`config.mk`:
```
export PLATFORM = sky130hd
export DESIGN_NAME = sed_back
export DESIGN_NICKNAME = d
export VERILOG_FILES = /design/src/sv/sed_pkg.sv /design/src/sv/sed_back.sv
export SDC_FILE = /design/constraint.sdc
export NUM_CORES = 1
export LEC_CHECK = 0
export BUFFER_PORTS_ARGS = -buffer_cell sky130_fd_sc_hd__clkbuf_2
export CAP_MARGIN = 20
export CORE_ASPECT_RATIO = 0.5
export CORE_MARGIN = 1
export CORE_UTILIZATION = 57
export CTS_CLUSTER_SIZE = 16
export DETAILED_ROUTE_END_ITERATION = 8
export HOLD_SLACK_MARGIN = 0.08
export PLACE_DENSITY = 0.88
export SYNTH_ARGS = -nofsm -noshare
export SYNTH_HDL_FRONTEND = slang
export SYNTH_SLANG_ARGS = --single-unit
export TNS_END_PERCENT = 50
```
`constraint.sdc`:
```
create_clock -name clk -period 4.3 [get_ports clk]
set_input_delay 0.645 -clock clk [delete_from_list [all_inputs] [get_ports clk]]
set_output_delay 0.645 -clock clk [all_outputs]
set_load 0.05 [all_outputs]
```
`src/sv/sed_pkg.sv`:
```
// ----------------------------------------------------------------------------
// sed_pkg
// Shared constants, register indexes and item types of the Sobel edge
// detector.
// ----------------------------------------------------------------------------
package sed_pkg;

  localparam int MAX_WIDTH  = 2048;
  localparam int MAX_HEIGHT = 2048;
  localparam int COL_W      = $clog2(MAX_WIDTH);
  localparam int ROW_W      = $clog2(MAX_HEIGHT);

  localparam int PIX_W      = 8;
  localparam int DIM_W      = 12;
  localparam int THR_W      = 9;
  localparam int CFG_IDX_W  = 2;
  localparam int CFG_DATA_W = 12;

  localparam logic [DIM_W-1:0] WIDTH_RESET  = DIM_W'(640);
  localparam logic [DIM_W-1:0] HEIGHT_RESET = DIM_W'(480);
  localparam logic [THR_W-1:0] THR_RESET    = THR_W'(80);

  // Queue between the window front and the arithmetic back.
  localparam int WQ_DEPTH = 4;
  localparam int WQ_AW    = $clog2(WQ_DEPTH);
  // Result queue at the output.
  localparam int OQ_DEPTH = 8;
  localparam int OQ_AW    = $clog2(OQ_DEPTH);

  typedef enum logic [CFG_IDX_W-1:0] {
    REG_IMAGE_WIDTH    = 2'd0,
    REG_IMAGE_HEIGHT   = 2'd1,
    REG_EDGE_THRESHOLD = 2'd2
  } cfg_reg_t;

  typedef logic [PIX_W-1:0] pix_t;

  // The eight window taps that the two kernels use, plus the frame flag.
  typedef struct packed {
    pix_t ul;
    pix_t ml;
    pix_t bl;
    pix_t um;
    pix_t bm;
    pix_t up;
    pix_t mid;
    pix_t bot;
    logic frame_last;
  } win_t;

  typedef struct packed {
    pix_t grad_x;
    pix_t grad_y;
    logic edge_res;
    logic frame_end;
  } res_t;

endpackage

```
`src/sv/sed_back.sv`:
```
// ----------------------------------------------------------------------------
// sed_back
// Sobel sums, clamping, squared magnitude against the squared threshold, and
// the result queue. Windows are taken only when the result queue has room
// for everything already in flight.
// ----------------------------------------------------------------------------
module sed_back (
  input  logic                      clk,
  input  logic                      rst_n,
  input  logic [sed_pkg::THR_W-1:0] edge_threshold,
  input  logic                      wq_empty,
  input  sed_pkg::win_t             wq_dout,
  output logic                      wq_pop,
  output logic                      out_empty,
  input  logic                      out_pop,
  output sed_pkg::pix_t             out_grad_x,
  output sed_pkg::pix_t             out_grad_y,
  output logic                      out_edge_res,
  output logic                      out_frame_end
);
  import sed_pkg::*;

  localparam int SUM_W = PIX_W + 3;
  localparam int SQ_W  = 2 * PIX_W;
  localparam int T2_W  = 2 * THR_W;

  logic [T2_W-1:0]  t2_r;

  logic             va_r;
  pix_t             gx_a_r;
  pix_t             gy_a_r;
  logic             fl_a_r;

  // Stage B also keeps the clamped sums for the result fields.
  logic             vb_r;
  logic [SQ_W-1:0]  sqx_r;
  logic [SQ_W-1:0]  sqy_r;
  pix_t             gx_b_r;
  pix_t             gy_b_r;
  logic             fl_b_r;

  logic signed [SUM_W-1:0] sx;
  logic signed [SUM_W-1:0] sy;
  logic [SQ_W:0]           mag2;
  res_t                    res;

  res_t             oq_mem_r [OQ_DEPTH];
  logic [OQ_AW-1:0] oq_wr_r;
  logic [OQ_AW-1:0] oq_rd_r;
  logic [OQ_AW:0]   oq_count_r;
  logic [OQ_AW+1:0] committed;
  logic             oq_pop;

  function automatic logic signed [SUM_W-1:0] ext(input pix_t p);
    ext = $signed({{(SUM_W - PIX_W){1'b0}}, p});
  endfunction

  function automatic pix_t clamp_sum(input logic signed [SUM_W-1:0] s);
    if (s[SUM_W-1]) begin
      clamp_sum = '0;
    end else if (s > ext(8'd255)) begin
      clamp_sum = 8'd255;
    end else begin
      clamp_sum = s[PIX_W-1:0];
    end
  endfunction

  always_comb begin
    committed = (OQ_AW + 2)'(oq_count_r) + (OQ_AW + 2)'(va_r) + (OQ_AW + 2)'(vb_r);
    wq_pop    = !wq_empty && (committed < (OQ_AW + 2)'(OQ_DEPTH));
    sx = (ext(wq_dout.up) - ext(wq_dout.ul))
       + ((ext(wq_dout.mid) - ext(wq_dout.ml)) <<< 1)
       + (ext(wq_dout.bot) - ext(wq_dout.bl));
    sy = (ext(wq_dout.bl) + (ext(wq_dout.bm) <<< 1) + ext(wq_dout.bot))
       - (ext(wq_dout.ul) + (ext(wq_dout.um) <<< 1) + ext(wq_dout.up));
    mag2          = {1'b0, sqx_r} + {1'b0, sqy_r};
    res.grad_x    = gx_b_r;
    res.grad_y    = gy_b_r;
    res.edge_res  = (T2_W'(mag2) > t2_r);
    res.frame_end = fl_b_r;
  end

  always_ff @(posedge clk) begin
    t2_r <= T2_W'(edge_threshold) * T2_W'(edge_threshold);
  end

  always_ff @(posedge clk) begin
    if (!rst_n) begin
      va_r <= 1'b0;
      vb_r <= 1'b0;
    end else begin
      va_r <= wq_pop;
      vb_r <= va_r;
    end
  end

  always_ff @(posedge clk) begin
    if (wq_pop) begin
      gx_a_r <= clamp_sum(sx);
      gy_a_r <= clamp_sum(sy);
      fl_a_r <= wq_dout.frame_last;
    end
    if (va_r) begin
      sqx_r  <= gx_a_r * gx_a_r;
      sqy_r  <= gy_a_r * gy_a_r;
      gx_b_r <= gx_a_r;
      gy_b_r <= gy_a_r;
      fl_b_r <= fl_a_r;
    end
  end

  // Result queue.
  always_comb begin
    out_empty     = (oq_count_r == '0);
    oq_pop        = out_pop && !out_empty;
    out_grad_x    = oq_mem_r[oq_rd_r].grad_x;
    out_grad_y    = oq_mem_r[oq_rd_r].grad_y;
    out_edge_res  = oq_mem_r[oq_rd_r].edge_res;
    out_frame_end = oq_mem_r[oq_rd_r].frame_end;
  end

  always_ff @(posedge clk) begin
    if (!rst_n) begin
      oq_wr_r    <= '0;
      oq_rd_r    <= '0;
      oq_count_r <= '0;
    end else begin
      if (vb_r) begin
        oq_wr_r <= oq_wr_r + OQ_AW'(1);
      end
      if (oq_pop) begin
        oq_rd_r <= oq_rd_r + OQ_AW'(1);
      end
      if (vb_r && !oq_pop) begin
        oq_count_r <= oq_count_r + (OQ_AW + 1)'(1);
      end else if (oq_pop && !vb_r) begin
        oq_count_r <= oq_count_r - (OQ_AW + 1)'(1);
      end
    end
  end

  always_ff @(posedge clk) begin
    if (vb_r) begin
      oq_mem_r[oq_wr_r] <= res;
    end
  end

  // Items in flight plus queued results never outnumber the queue slots.
  a_credit_bound: assert property (@(posedge clk) disable iff (!rst_n)
    committed <= (OQ_AW + 2)'(OQ_DEPTH))
    else $error("result queue overcommitted");

  a_push_has_room: assert property (@(posedge clk) disable iff (!rst_n)
    vb_r |-> (oq_count_r < (OQ_AW + 1)'(OQ_DEPTH)))
    else $error("result written into full queue");

  a_pop_feeds_stage: assert property (@(posedge clk) disable iff (!rst_n)
    wq_pop |=> ##1 vb_r)
    else $error("window lost in arithmetic stages");

endmodule

```
==> qor.csv <==
stage;metric;value;unit
final_layout;area_growth;19.51;%
drt;ant_nets;0;
timing;period_needed;4440;ps
place;place_area;19370;um2
cts;clk_latency;540;ps
cts;cts_buffers;22;
final_layout;fillers;1785;
global_route;grt_pass1_vias;12980;
synthesis;synth_area;17430;um2
global_route;antenna_found_initial;2;
drt;route.vias.total;12710;
synthesis;ys_types;60;
drt;firstDrtPassIters;5;
setup_path;critPathKind;flip-flop to flip-flop;
synthesis;synthFlopType;edfxtp_1;
setup_path;crit_fanout;4;
synthesis;synthArstFlopShare;0;
timing;finalCritPeriodShare;1.033;
drt;routed_wl;45550;um
cts;clock-sinks;238;
timing;timing.setup.tns;-507.9;ps
final_layout;drive_gt1_frac;0.2635;
run;drv_cap;0;
cts;clk_pin_slew;80;ps
run_status;violations;setup timing;
synthesis;postSynthCellCount;1480;
place;place_congestion;0.8661;
final_layout;layout_commonest_cell;inv_1;
final_layout;layout_common_cells;inv_1, edfxtp_1, ha_1, buf_4, fa_1;
global_route;grt_max_degree;48;
final_layout;insertedDiodeCount;0;
cts;cts_root_buf;clkbuf_16;
place;placed_cells;2071;
drt;drc;0;
synthesis;ys_seq_elements;238;
synthesis;ys_seq_area_frac;0.3916;
synthesis;ys_warn_count;0;
drt;drt-wirelength-per-cell;21.13;um
worst_hold_path;worstHoldStart;wq_dout[0];
timing;timing.fmax;0.2252;GHz
timing;slew_headroom;0.2824;
floorplan;die_height;125.7;um
drt;drtIter0Drc;1266;
floorplan;die_x;249.3;um
run_status;outcome;finished, violations left;
setup_path;crit_arrival;4770;ps
synthesis;syn_nets;1859;
final_layout;design_area;20840;um2
place;io_buffers;97;
setup_path;end_kind;flip-flop;
floorplan;core_area;29510;um2
global_route;grtUsageTotal;0.2709;
global_route;globalRouteOverflowTotal;0;
drt;vias_per_cell;5.896;
global_route;grt_first_pass_wirelength;66660;um
floorplan;start_util;0.5908;
place;dp_hpwl;27100;um
timing;drv_slew;0;
synthesis;synth_area_per_cell;11.78;um2
setup_path;worstSetupStartpointType;flip-flop;
cts;h-tree-depth;1;
cts;clock_path_buffers;3;
timing;finClkSkew;27.57;ps
timing;timing.final.ws_setup;-139.9;ps
final_layout;num-nets-final;2128;
floorplan;placementRows;44;
setup_path;crit_path_start;gy_a_r[5];
final_layout;multi_input_area;9941;um2
timing;hold_violations;0;
setup_path;required;4630;ps
timing;rsz0062_at_grt;yes;
worst_hold_path;worstHoldPathType;input port to flip-flop;
floorplan;io_pins;98;
cts;cts_tree;built;
timing;tightest_slew;1075;ps
setup_path;rr_startpoint;gy_a_r[5];
synthesis;synth_edf_count;206;
final_layout;seqCellArea;6829;um2
timing;setup_viol;13;
floorplan;die_area;31330;um2
final_layout;fin_cells;2156;
-- Yosys cell counts (7+ instances only) --
cell type | number | area [um2]
a211oi_1 | 23 | 172.7
or3_1 | 7 | 43.79
xor2_1 | 22 | 192.7
o21ai_0 | 39 | 195.2
inv_1 | 272 | 1021
nor2b_1 | 19 | 118.9
xnor2_1 | 64 | 560.5
nand3_1 | 13 | 65.06
nor2_1 | 65 | 244.0
ha_1 | 171 | 2140
a21o_1 | 24 | 180.2
nor3_1 | 20 | 100.1
edfxtp_1 | 206 | 6186
nor4_1 | 8 | 50.05
a21oi_1 | 50 | 250.2
and3b_1 | 7 | 61.31
clkbuf_1 | 19 | 71.32
mux4_2 | 36 | 810.8
and3_1 | 7 | 43.79
and2_1 | 70 | 437.9
nand2b_1 | 15 | 93.84
o21a_1 | 14 | 105.1
dfxtp_1 | 32 | 640.6
mux2_2 | 21 | 236.5
nand2_1 | 56 | 210.2
fa_1 | 130 | 2603
-- path summary, 6_finish.rpt --
path | end | slack, ps | cells after the start
max | sqy_r[15] | -140 | 17
min | fl_a_r | 300 | 1
max reg2reg | sqy_r[15] | -140 | 17
min reg2reg | fl_b_r | 550 | 0
-- worst max-delay path, cell delays in order, from the launching register on --
cell	delay, ps
edfxtp_1	470
buf_4	200
buf_6	110
nand2_1	80
inv_1	60
ha_1	310
ha_1	290
inv_1	60
fa_1	480
fa_1	540
inv_1	70
ha_4	190
a211oi_4	300
nor2_4	90
o41ai_4	270
o2111ai_2	210
o31ai_2	230
xor2_1	280
-- layout make-up --
cell class / instances / area share
timing repair buffer: 270 / 0.08966
inverter: 272 / 0.04912
multi-input combinational: 945 / 0.4771
clock inverter: 11 / 0.003663
sequential: 238 / 0.3278
clock buffer: 29 / 0.02919
tap: 391 / 0.02348
-- state kept, by name (all words and copies together) (netlist names), named ones only --
name / count
oq_mem_r: 144
t2_r: 17
gy_b_r: 7
va_r: 1
oq_count_r: 4
oq_wr_r: 3
sqy_r: 15
sqx_r: 15
gy_a_r: 8
fl_b_r: 1
gx_a_r: 8
gx_b_r: 7
fl_a_r: 1
vb_r: 1
oq_rd_r: 3
-- cells by family after synthesis --
kind of cell / count (synthesis) / synth area share
fa+ha+maj: 301 / 0.2720
xor+xnor: 87 / 0.04414
simple gates: 301 / 0.09079
compound gates: 196 / 0.07500
flops: 238 / 0.3916
mux: 60 / 0.06180
buf+inv: 297 / 0.06467
-- layer usage --
metal	global-route usage	vias to the layer above	wire length, um
met5	0	-	13
met4	0.08388	2	2222
met3	0.04506	215	4142
met2	0.4946	806	22530
met1	0.3308	6113	16640
li1	-	5575	-
-- through the flow --
step	util	setup slack, ps	hold slack (ps)
global placement	0.6563	-231.2	430.7
finish	0.7061	-139.9	303.3
CTS	0.6897	-1.696	308.1
global route	0.7061	-338.0	304.8
floorplan	-	-14.33	400.3
detailed placement	0.6563	-309.1	422.1
-- timing repair --
action / 4_1_cts / 5_1_grt
pin swaps: 27 / 49
resized for setup: 36 / 73
endpoints found under the setup margin: 4 / 22
hold buffers: 0 / 0
setup buffers: 18 / 28
Power is left out: the tool's default activity adds up to more than one toggle a clock period on the data nets, which glitch-free logic cannot reach.
