<file path="config.mk">
export PLATFORM = sky130hd
export DESIGN_NAME = sed_win_fifo
export DESIGN_NICKNAME = d
export VERILOG_FILES = /design/src/sv/sed_pkg.sv /design/src/sv/sed_win_fifo.sv
export SDC_FILE = /design/constraint.sdc
export NUM_CORES = 1
export LEC_CHECK = 0
export BUFFER_PORTS_ARGS = -buffer_cell sky130_fd_sc_hd__buf_2
export CAP_MARGIN = 40
export CORE_ASPECT_RATIO = 0.8
export CORE_MARGIN = 2
export CORE_UTILIZATION = 50
export DETAILED_ROUTE_END_ITERATION = 7
export PLACE_DENSITY = 0.77
export SETUP_SLACK_MARGIN = 0.2
export SLEW_MARGIN = 25
export SYNTH_ARGS = -nofsm -noshare
export SYNTH_HDL_FRONTEND = slang
export SYNTH_SLANG_ARGS = --single-unit
</file>
<file path="constraint.sdc">
create_clock -name clk -period 6.65 [get_ports clk]
set_input_delay 0.665 -clock clk [delete_from_list [all_inputs] [get_ports clk]]
set_output_delay 0.665 -clock clk [all_outputs]
set_load 0.05 [all_outputs]
</file>
<file path="src/sv/sed_pkg.sv">
// ----------------------------------------------------------------------------
// sed_pkg
// Shared constants, register indexes and item types of the Sobel edge
// detector.
// ----------------------------------------------------------------------------
package sed_pkg;

  localparam int MAX_WIDTH  = 2048;
  localparam int MAX_HEIGHT = 2048;
  localparam int COL_W      = $clog2(MAX_WIDTH);
  localparam int ROW_W      = $clog2(MAX_HEIGHT);

  localparam int PIX_W      = 8;
  localparam int DIM_W      = 12;
  localparam int THR_W      = 9;
  localparam int CFG_IDX_W  = 2;
  localparam int CFG_DATA_W = 12;

  localparam logic [DIM_W-1:0] WIDTH_RESET  = DIM_W'(640);
  localparam logic [DIM_W-1:0] HEIGHT_RESET = DIM_W'(480);
  localparam logic [THR_W-1:0] THR_RESET    = THR_W'(80);

  // Queue between the window front and the arithmetic back.
  localparam int WQ_DEPTH = 4;
  localparam int WQ_AW    = $clog2(WQ_DEPTH);
  // Result queue at the output.
  localparam int OQ_DEPTH = 8;
  localparam int OQ_AW    = $clog2(OQ_DEPTH);

  typedef enum logic [CFG_IDX_W-1:0] {
    REG_IMAGE_WIDTH    = 2'd0,
    REG_IMAGE_HEIGHT   = 2'd1,
    REG_EDGE_THRESHOLD = 2'd2
  } cfg_reg_t;

  typedef logic [PIX_W-1:0] pix_t;

  // The eight window taps that the two kernels use, plus the frame flag.
  typedef struct packed {
    pix_t ul;
    pix_t ml;
    pix_t bl;
    pix_t um;
    pix_t bm;
    pix_t up;
    pix_t mid;
    pix_t bot;
    logic frame_last;
  } win_t;

  typedef struct packed {
    pix_t grad_x;
    pix_t grad_y;
    logic edge_res;
    logic frame_end;
  } res_t;

endpackage

</file>
<file path="src/sv/sed_win_fifo.sv">
// ----------------------------------------------------------------------------
// sed_win_fifo
// Short queue of windows between the front and the arithmetic back.
// ----------------------------------------------------------------------------
module sed_win_fifo (
  input  logic          clk,
  input  logic          rst_n,
  input  logic          push,
  input  sed_pkg::win_t din,
  output logic          full,
  input  logic          pop,
  output sed_pkg::win_t dout,
  output logic          empty
);
  import sed_pkg::*;

  win_t             mem_r [WQ_DEPTH];
  logic [WQ_AW-1:0] wr_ptr_r;
  logic [WQ_AW-1:0] rd_ptr_r;
  logic [WQ_AW:0]   count_r;
  logic             do_push;
  logic             do_pop;

  always_comb begin
    full    = (count_r == (WQ_AW + 1)'(WQ_DEPTH));
    empty   = (count_r == '0);
    do_push = push && !full;
    do_pop  = pop && !empty;
    dout    = mem_r[rd_ptr_r];
  end

  always_ff @(posedge clk) begin
    if (!rst_n) begin
      wr_ptr_r <= '0;
      rd_ptr_r <= '0;
      count_r  <= '0;
    end else begin
      if (do_push) begin
        wr_ptr_r <= wr_ptr_r + WQ_AW'(1);
      end
      if (do_pop) begin
        rd_ptr_r <= rd_ptr_r + WQ_AW'(1);
      end
      if (do_push && !do_pop) begin
        count_r <= count_r + (WQ_AW + 1)'(1);
      end else if (do_pop && !do_push) begin
        count_r <= count_r - (WQ_AW + 1)'(1);
      end
    end
  end

  always_ff @(posedge clk) begin
    if (do_push) begin
      mem_r[wr_ptr_r] <= din;
    end
  end

  a_count_bound: assert property (@(posedge clk) disable iff (!rst_n)
    count_r <= (WQ_AW + 1)'(WQ_DEPTH))
    else $error("window queue count beyond depth");

endmodule

</file>
==> results.md, run 1 <==
* GR Overflow Total at 0
* First-pass DRT Iterations at 4
* WHS Path Cells at 1
* Placeable Area at approximately 20,000 µm²
* Synth unique cells at 24
* Final setup vio count at 0
* Mapped Nets at 462
* Final slew viol count at 0
* # rows at 46
* Cell count of the worst reg-to-reg path at 8
* Worst Hold Class: in2reg
* Initial core utilization at 0.5048
* Met1 usage at 0.2223
* Commonest non-fill, non-tap cell in the layout: edfxtp_1
* H-tree levels at 1
* Lkg Pwr at roughly 0.004 µW
* DR iter-0 viols at 336
* R2r endpoint: count_r[2]
* Max_slew headroom at 0.5321
* Synth warn at 0
* Min-delay src: din[24]
* Internal cell power at between 3000 and 4000 µW
* #FFs+latches synth at ~270
* Global placement routability congestion at approximately 0.73
* Hold_buf cts at 0
* Critical R2R Launch: count_r[0]
* CP startpoint kind: flip-flop
* Area growth, synth to finish at 18.74%
* Die Y at between 100 and 150 µm
* Placed Area at about 11,000 µm²
* Data required, critical path at ~6000 ps
* Die W at 161.4 µm
* Final core utilization at 0.5994
* Vias in the first global route at 4,783
* Critical path fanouts, max at 34
* Min Tclk post-route at ~3500 ps
* Final Cycle Share at 0.5222
* TritonCTS clock tree: done
* Post-CTS Resized at 0
* I/O pin count at about 140
* Die area at 20,960 µm²
* First-pass GRT wire length at between 20,000 and 30,000 µm
* Top Usage Layer GRT: met2
* Syn Inst Count at 387
* Actual slew at the worst max-slew pin at 700.4 ps
* Critical Path End Type: output port
* Skew-Pair Late Insertion Delay at 510 ps
* Switching pwr at 1744 µW
* Hold Vio Cnt, Final at 0
* Post-route ant nets at 0
* Routed WL at 16,570 µm
* Synthesized area per cell at ~26 µm²
* Fin area at 11,760 µm²
* Gr usage total at 0.1603
* DR vias at between 4,000 and 5,000
* I/O Buffers at ~140
* Worst IR drop on VDD at between 0.3 and 0.4 mV
* Most frequent cells in the layout: edfxtp_1 (260), buf_2 (135), mux4_2 (65)
* Max Cap Viol at 0
* Met2 GRT Util at 0.2637
* Slowest cell on crit path: dfxtp_4
* Max stage delay on crit path at ~760 ps
* Mapped Area at between 9000 and 10,000 µm²
* CTS clk-pin slew, worst paths at approximately 60 ps
* Status: completed
* Initial antenna violation count at 2
* Switching share of power at 0.3355
* Clock skew at just under 6 ps
* Highest clock rate at approximately 290 MHz
* RSZ-0062 raised after global routing: false
* Seq/Total Area, Yosys at 0.8063
* Total negative slack at 0 ps
* Setup bufs post-CTS at 0
* Post-DP HPWL at 10,030 µm
* Pwr Density at 441.9 nW/µm²
* Clock root buffer: clkbuf_16
* Layout Nets at 615
* Worst reg2reg setup slack at ~4000 ps
* Clock share of power at 0.284
* Combinational share of power at 0.300
* Worst Setup Path Type: reg2out
* Layout cells sized above 1 at 0.4490
* DRC at 0
* Met3 Resource Use GR at 0.03878
* Total CTS buffers at 26
* Arr. time, crit path at between 2000 and 3000 ps
* Largest net degree at the start of global routing at 48
* Seq pwr share at 0.417
* Max clock buf depth at 3
* WL per Instance at slightly above 20 µm
* Clk sinks at ~270
* Total power after layout at 5199 µW
* Critical Path Sink: dout[18]
* Avg Vias per Cell at 5.346
* Critical path cell sequence: buf_4, mux4_2, buf_2
[layout make-up]
class,count,area [µm²]
clock buffers,33,698.2
inverters,3,11.26
repair buffers,141,798.3
diodes,1,2.502
clock inverters,14,171.4
multi-input cells,99,1757
well taps,264,330.3
flip-flops and latches,269,7995
fillers,1396,7863
[cell families after synthesis]
| kind of cell | Yosys count | synth area share |
|---|---|---|
| flops | 269 | 0.8063 |
| mux | 68 | 0.1508 |
| buf+inv | 19 | 0.01743 |
| simple gates | 17 | 0.01023 |
| fa+ha+maj | 6 | 0.008336 |
| compound gates | 4 | 0.003410 |
| xor+xnor | 4 | 0.003537 |
[through the flow]
stage	setup slack, ps	hold WS (ps)	cells
after floorplan	3730	467.7	387
after global placement	3573	474.6	771
after detailed placement	3593	518.9	776
after CTS	3042	342.0	823
after global routing	2902	349.4	823
final	3177	366.0	824
[critical path: cells and delay by family (launching register included)]
kind | cells | cell delay (ps)
buffers and inverters | 2 | 880
multiplexers | 1 | 620
flip-flops | 1 | 760
[registers in the layout (all words and copies together) (netlist names), named ones only]
signal    cells
wr_ptr_r      2
mem_r       260
rd_ptr_r      2
count_r       3
[cell usage after synthesis]
cell type  number  share of area
edfxtp_1      260           0.79
mux4_2         65           0.15
dfxtp_1         9          0.018
and2_1          8         0.0051
buf_2           7         0.0035
buf_12          5          0.010
ha_1            5         0.0063
nand2_1         4         0.0015
inv_1           3         0.0011
mux2i_1         3         0.0030
xnor2_1         3         0.0027
clkbuf_1        2        0.00076
nor2b_1         2         0.0013
a21boi_0        1        0.00076
buf_4           1        0.00076
buf_6           1         0.0011
fa_1            1         0.0020
nor3_1          1        0.00050
nor3b_2         1         0.0013
o21ai_0         1        0.00050
o311ai_1        1        0.00088
o31ai_2         1         0.0013
or3_1           1        0.00063
xor2_1          1        0.00088
[power by group through the flow]
stage | logic (µW) | clock network [µW] | registers [µW]
finish | 1560 | 1470 | 2170
global route | 1640 | 1570 | 2190
CTS | 1580 | 1510 | 2170
detailed placement | 1580 | 0 | 2210
global placement | 1520 | 0 | 2220
floorplan | 1350 | 0 | 2140
[how the worst min path moves through the flow]
stage                         endpoint  slack [ps]
final                     mem_r[3][24]         370
after global routing      mem_r[3][24]         350
after CTS                 mem_r[1][49]         340
after detailed placement   wr_ptr_r[1]         520
after global placement     wr_ptr_r[1]         470
after floorplan            wr_ptr_r[1]         470
[per-layer routing]
metal / part of all wire / wire (µm)
met5: 0.00078 / 13
met4: 0.015 / 245
met3: 0.069 / 1151
met2: 0.48 / 7988
met1: 0.43 / 7169
No activity file was read; power rests on OpenSTA's default activity.
==> inputs of run 2 (changes only) <==
--- a/config.mk
+++ b/config.mk
@@ -5,13 +5,14 @@
 export SDC_FILE = /design/constraint.sdc
 export NUM_CORES = 1
 export LEC_CHECK = 0
+export ABC_AREA = 1
 export BUFFER_PORTS_ARGS = -buffer_cell sky130_fd_sc_hd__buf_2
 export CAP_MARGIN = 40
 export CORE_ASPECT_RATIO = 0.8
 export CORE_MARGIN = 2
 export CORE_UTILIZATION = 50
 export DETAILED_ROUTE_END_ITERATION = 7
-export PLACE_DENSITY = 0.77
+export PLACE_DENSITY = 0.79
 export SETUP_SLACK_MARGIN = 0.2
 export SLEW_MARGIN = 25
 export SYNTH_ARGS = -nofsm -noshare
==> constraint.sdc (replaced) <==
create_clock -name clk -period 3.15 [get_ports clk]
set_input_delay 0.315 -clock clk [delete_from_list [all_inputs] [get_ports clk]]
set_output_delay 0.315 -clock clk [all_outputs]
set_load 0.05 [all_outputs]
==> run 2 against run 1 <==
  * Largest power group unchanged
  * Via count up 39%
  * Highest routed layer unchanged
  * Count of clock-buffer cells in the layout fell by 1
  * Global-route usage rose by 2.5 points
  * Combinational power is 140% higher
  * Register-to-register slack worse by 3000 ps
  * Wire length is 25% higher
==> results.md, run 2 <==
* Synth unique cells at 26
* Commonest cells post-synth: edfxtp_1 (260), nor2_1 (119), o21ai_0 (91)
* Max Cap Viol at 0
* Total CTS buffers at 26
* Primary FF master, synth: edfxtp_1
* Pwr Density at around 900 nW/µm²
* Die area at roughly 22,000 µm²
* Layout cells sized above 1 at 0.2821
* Synth warn at 0
* WHS Path Cells at 1
* Seq/Total Area, Yosys at 0.7639
* Filler cell count at 1,542
* Syn Inst Count at between 600 and 700
* Routed WL at a little over 20,000 µm
* Status: completed
* CTS clk-pin slew, worst paths at 60 ps
* TritonCTS clock tree: done
* Largest net degree at the start of global routing at ~100
* Initial antenna violation count at 4
* Arr. time, crit path at ~2400 ps
* Final core utilization at 0.5984
* Post-DP HPWL at ~12,000 µm
* Synthesized area per cell at 14.96 µm²
* Hold Vio Cnt, Final at 0
* Post-CTS Resized at 0
* Critical Path End Type: output port
* Global placement routability congestion at 0.7527
* Area growth, synth to finish at 17.79%
* Post-synthesis async set-or-reset flop share at 0
* Gr usage total at 0.1849
* Highest clock rate at about 360 MHz
* Vias in the first global route at about 6,100
* Final setup vio count at 0
* Die Y at approximately 130 µm
* Post-route ant nets at 0
* Data required, critical path at 2830 ps
* Layout Nets at between 900 and 1,000
* WL per Instance at roughly 18 µm
* Cell with the most instances after synthesis: edfxtp_1
* Die W at 165.7 µm
* Mapped Nets at 774
* RSZ-0062 raised after global routing: false
* Min Tclk post-route at ~2800 ps
* Area share of the leading cell type in the synthesized netlist at 0.7467
* # rows at 47
* Clock root buffer: clkbuf_16
* DR iter-0 viols at 563
* Commonest non-fill, non-tap cell in the layout: edfxtp_1
* Cell count of the worst reg-to-reg path at 9
* Clk sinks at 269
* First-pass DRT Iterations at 5
* EDFF count, synth at 260
* Avg Vias per Cell at 5.392
* CP startpoint kind: flip-flop
* DR vias at between 6,000 and 7,000
* I/O Buffers at around 140
* DRC at 0
* Total negative slack at 0 ps
* Mapped Area at approximately 10,000 µm²
* Lkg Pwr at approximately 0.0043 µW
* Biggest regs: mem_r x260, count_r x3
* Worst Setup Path Type: reg2out
* Actual slew at the worst max-slew pin at ~690 ps
* Setup bufs post-CTS at 0
* GR Overflow Total at 0
* Clock skew at around 8.5 ps
* Max_slew headroom at 0.5367
* Worst IR drop on VDD at 0.5919 mV
* Final slew viol count at 0
* Max clock buf depth at 3
* Initial core utilization at 0.5080
* #FFs+latches synth at 269
* Most flops, register: mem_r
* I/O pin count at around 140
* Post-synth top area cell: edfxtp_1
* Multi-input combinational cell area at around 2100 µm²
* First-pass GRT wire length at 32,350 µm
* Skew-Pair Late Insertion Delay at 510 ps
* Synth top area cells: edfxtp_1 (75%), o21ai_0 (4.4%), nor2_1 (4.3%), o22ai_1 (2.7%), o22ai_2 (2.4%)
* FF+latch area at 7993 µm²
* Final Cycle Share at 0.8733
* Most frequent cells in the layout: edfxtp_1 (260), buf_2 (135), nor2_1 (115)
* H-tree levels at 1
* Placeable Area at 20,580 µm²
* Worst Hold Class: in2reg
* Largest register FFs at 260
* Critical path fanouts, max at 68
==> run 2: cell families (layout without fill, tap and decap cells) <==
family	count (synthesis)	count (layout)	synth area share
other	0	2	0
buffers and inverters	60	226	0.03530
and+or+nand+nor	164	164	0.07527
DFF	269	269	0.7639
adders and majority gates	6	6	0.007898
xor gates and xnor gates	1	1	0.0008378
AOI/OAI and AO/OA	199	199	0.1168
==> run 2: per-stage QoR <==
stage	cells	instance area (µm²)	setup slack, ps	power, µW	hold slack [ps]
global route	1135	12310	259.7	11640	2.514
global placement	1077	11390	987.4	8244	488.9
floorplan	699	10460	-715.2	7492	413.9
CTS	1134	12310	399.8	11260	0.2479
detailed placement	1077	11390	950.4	8315	499.9
finish	1136	12320	399.2	11170	21.44
==> run 2: cell type report <==
type                    instances  share of cell area
diodes                          2           0.0004063
well taps                     269             0.02733
flip-flops and latches        269              0.6489
inverters                      18            0.005892
clock inverters                15             0.01036
clock buffers                  32             0.05638
multi-input cells             370              0.1729
repair buffers                161             0.07781
==> run 2: final timing paths <==
check | from | to | slack [ps]
min | din[8] | mem_r[0][8] | 20
max reg2reg | count_r[0] | count_r[1] | 1000
max | flip-flop | dout[38] | 400
min reg2reg | rd_ptr_r[0] | rd_ptr_r[0] | 510
==> run 2: worst max-delay path, stage by stage, from the launching register on <==
cell	delay (ps)
dfxtp_4	450
inv_6	490
buf_4	350
nor2_1	70
o22ai_1	190
buf_2	300
==> run 2: what timing repair did <==
item / CTS / global route
endpoints found under the hold margin: 35 / 0
setup endpoints to repair: 0 / 0
hold buffers: 10 / 0
==> run 2: power breakdown <==
part,switching [µW],internal [µW]
registers,139,4350
clock network,1210,1730
logic,2880,856
total,4240,6930
==> run 2: layer usage <==
| layer | GRT usage | wire, µm |
|---|---|---|
| met1 | 0.2522 | 9023 |
| met2 | 0.3029 | 9827 |
| met3 | 0.04456 | 1474 |
| met4 | 0.04783 | 411 |
| met5 | 0 | 21 |
==> inputs of run 3 (changes only) <==
--- a/config.mk
+++ b/config.mk
@@ -12,6 +12,7 @@
 export CORE_MARGIN = 2
 export CORE_UTILIZATION = 50
 export DETAILED_ROUTE_END_ITERATION = 7
+export MAX_ROUTING_LAYER = met4
 export PLACE_DENSITY = 0.79
 export SETUP_SLACK_MARGIN = 0.2
 export SLEW_MARGIN = 25
==> run 3 against run 2 <==
  * Core utilization is essentially flat
  * Cell area barely moved
  * Non-clock buffer count stayed put
  * Sequential share of layout area about the same
  * Hold slack worse by 2.4 ps
  * Clock skew down 0.55 ps
  * Count of clock-buffer cells in the layout unchanged
  * Sequential cell count unchanged
  * Combinational power hardly changed
  * Via count rose by 0.33%
  * Largest power group unchanged
==> results.md, run 3 (synthesized netlist as in run 2, its figures left out) <==
* Min Tclk post-route at around 2700 ps
* Clock root buffer: clkbuf_16
* Filler cell count at between 1,500 and 2,000
* Worst reg2reg setup slack at around 1000 ps
* Die area at between 20,000 and 25,000 µm²
* Final core utilization at 0.5987
* Final slew viol count at 0
* CP startpoint kind: flip-flop
* DRC at 0
* Vias in the first global route at 6,121
* Worst IR drop on VDD at between 0.5 and 0.6 mV
* Max clock buf depth at 3
* RSZ-0062 raised after global routing: false
* Layout cells sized above 1 at 0.2821
* Max Cap Viol at 0
* Pre-CTS setup slack at roughly 950 ps
* Worst Hold Class: in2reg
* Total power after layout at 11,170 µW
* First-pass GRT wire length at between 30,000 and 40,000 µm
* CTS clk-pin slew, worst paths at around 60 ps
* Avg Vias per Cell at 5.400
* Clock skew at roughly 8.0 ps
* WHS at around 19 ps
* Global placement routability congestion at approximately 0.76
* Data required, critical path at between 2000 and 3000 ps
* I/O Buffers at ~140
* Layout Nets at ~920
* Die Y at 133.3 µm
* Post-CTS Resized at 0
* Gr usage total at 0.1909
* Total CTS buffers at 26
* DR iter-0 viols at around 550
* First-pass DRT Iterations at 5
* Area growth, synth to finish at 17.84%
* Highest clock rate at roughly 360 MHz
* Largest register FFs at 260
* Initial antenna violation count at 4
* FF+latch area at about 8000 µm²
* Hold Vio Cnt, Final at 0
* Biggest regs: mem_r x260, count_r x3
* Worst Setup Path Type: reg2out
* Max_slew headroom at 0.5505
* H-tree levels at 1
* Lkg Pwr at 0.004300 µW
* Clk sinks at roughly 270
* I/O pin count at between 100 and 150
* Commonest non-fill, non-tap cell in the layout: edfxtp_1
* TritonCTS clock tree: done
* Actual slew at the worst max-slew pin at just under 700 ps
* GR Overflow Total at 0
* Largest net degree at the start of global routing at 103
* Routed WL at between 20,000 and 25,000 µm
* Final setup vio count at 0
* Fin area at between 10,000 and 15,000 µm²
* # rows at between 40 and 50
* Arr. time, crit path at ~2400 ps
* Critical Path End Type: output port
* Die W at 165.7 µm
* Placeable Area at between 20,000 and 25,000 µm²
* Post-DP HPWL at between 10,000 and 15,000 µm
* Critical path fanouts, max at 68
* Post-route ant nets at 0
* Pwr Density at slightly above 900 nW/µm²
* Skew-Pair Late Insertion Delay at a little over 500 ps
* Final setup margin at 405.9 ps
* WL per Instance at around 18 µm
* Final Cycle Share at 0.8711
* Initial core utilization at 0.5080
* Placed Area at around 11,000 µm²
* Most flops, register: mem_r
* DR vias at 6,145
* Multi-input combinational cell area at 2130 µm²
* Most frequent cells in the layout: edfxtp_1 (260), buf_2 (135), nor2_1 (115)
* Status: completed
-- run 3: cell types whose count changed in the layout (fill, tap and decap cells not counted), sizes merged --
cell   change
diode      +2
-- run 3: layer usage --
layer,vias up,part of all wire,global-route usage
met5,-,0,-
met4,0,0.019,0.04783
met3,32,0.065,0.03951
met2,212,0.47,0.3029
met1,2989,0.45,0.2563
li1,2912,-,-
-- run 3: what timing repair did --
action,in CTS,in global routing
hold endpoints to repair,35,0
setup buffers,0,0
hold buffers,10,0
setup endpoints to repair,0,0
-- run 3: final timing paths --
check / start / end / cells past startpoint
setup / recovery: flip-flop / dout[38] / 5
hold / removal: din[8] / mem_r[0][8] / 1
setup reg to reg: count_r[0] / count_r[1] / 9
hold reg to reg: rd_ptr_r[0] / flip-flop / 2
-- run 3: metrics by stage --
stage	cells	TNS [ps]
final	1138	0
after global routing	1138	0
after CTS	1134	0
after detailed placement	1077	0
after global placement	1077	0
after floorplan	699	-185950
-- run 3: layout make-up --
type | instances | share of cell area
clock inverters | 15 | 0.01036
diodes | 4 | 0.0008123
well taps | 269 | 0.02732
multi-input cells | 370 | 0.1728
flip-flops and latches | 269 | 0.6487
inverters | 18 | 0.005890
clock buffers | 32 | 0.05636
repair buffers | 161 | 0.07778
-- run 3: critical path, cell delays in order, from the launching register on --
cell and delay, ps:
dfxtp_4 450, inv_6 500, buf_4 340, nor2_1 70, o22ai_1 190, buf_2 300
-- run 3: power breakdown --
group	total [µW]	internal [µW]	switching, µW	leakage (µW)
clock	2940	1730	1220	0.000404
sequential	4490	4350	138	0.00246
combinational	3740	856	2880	0.00144
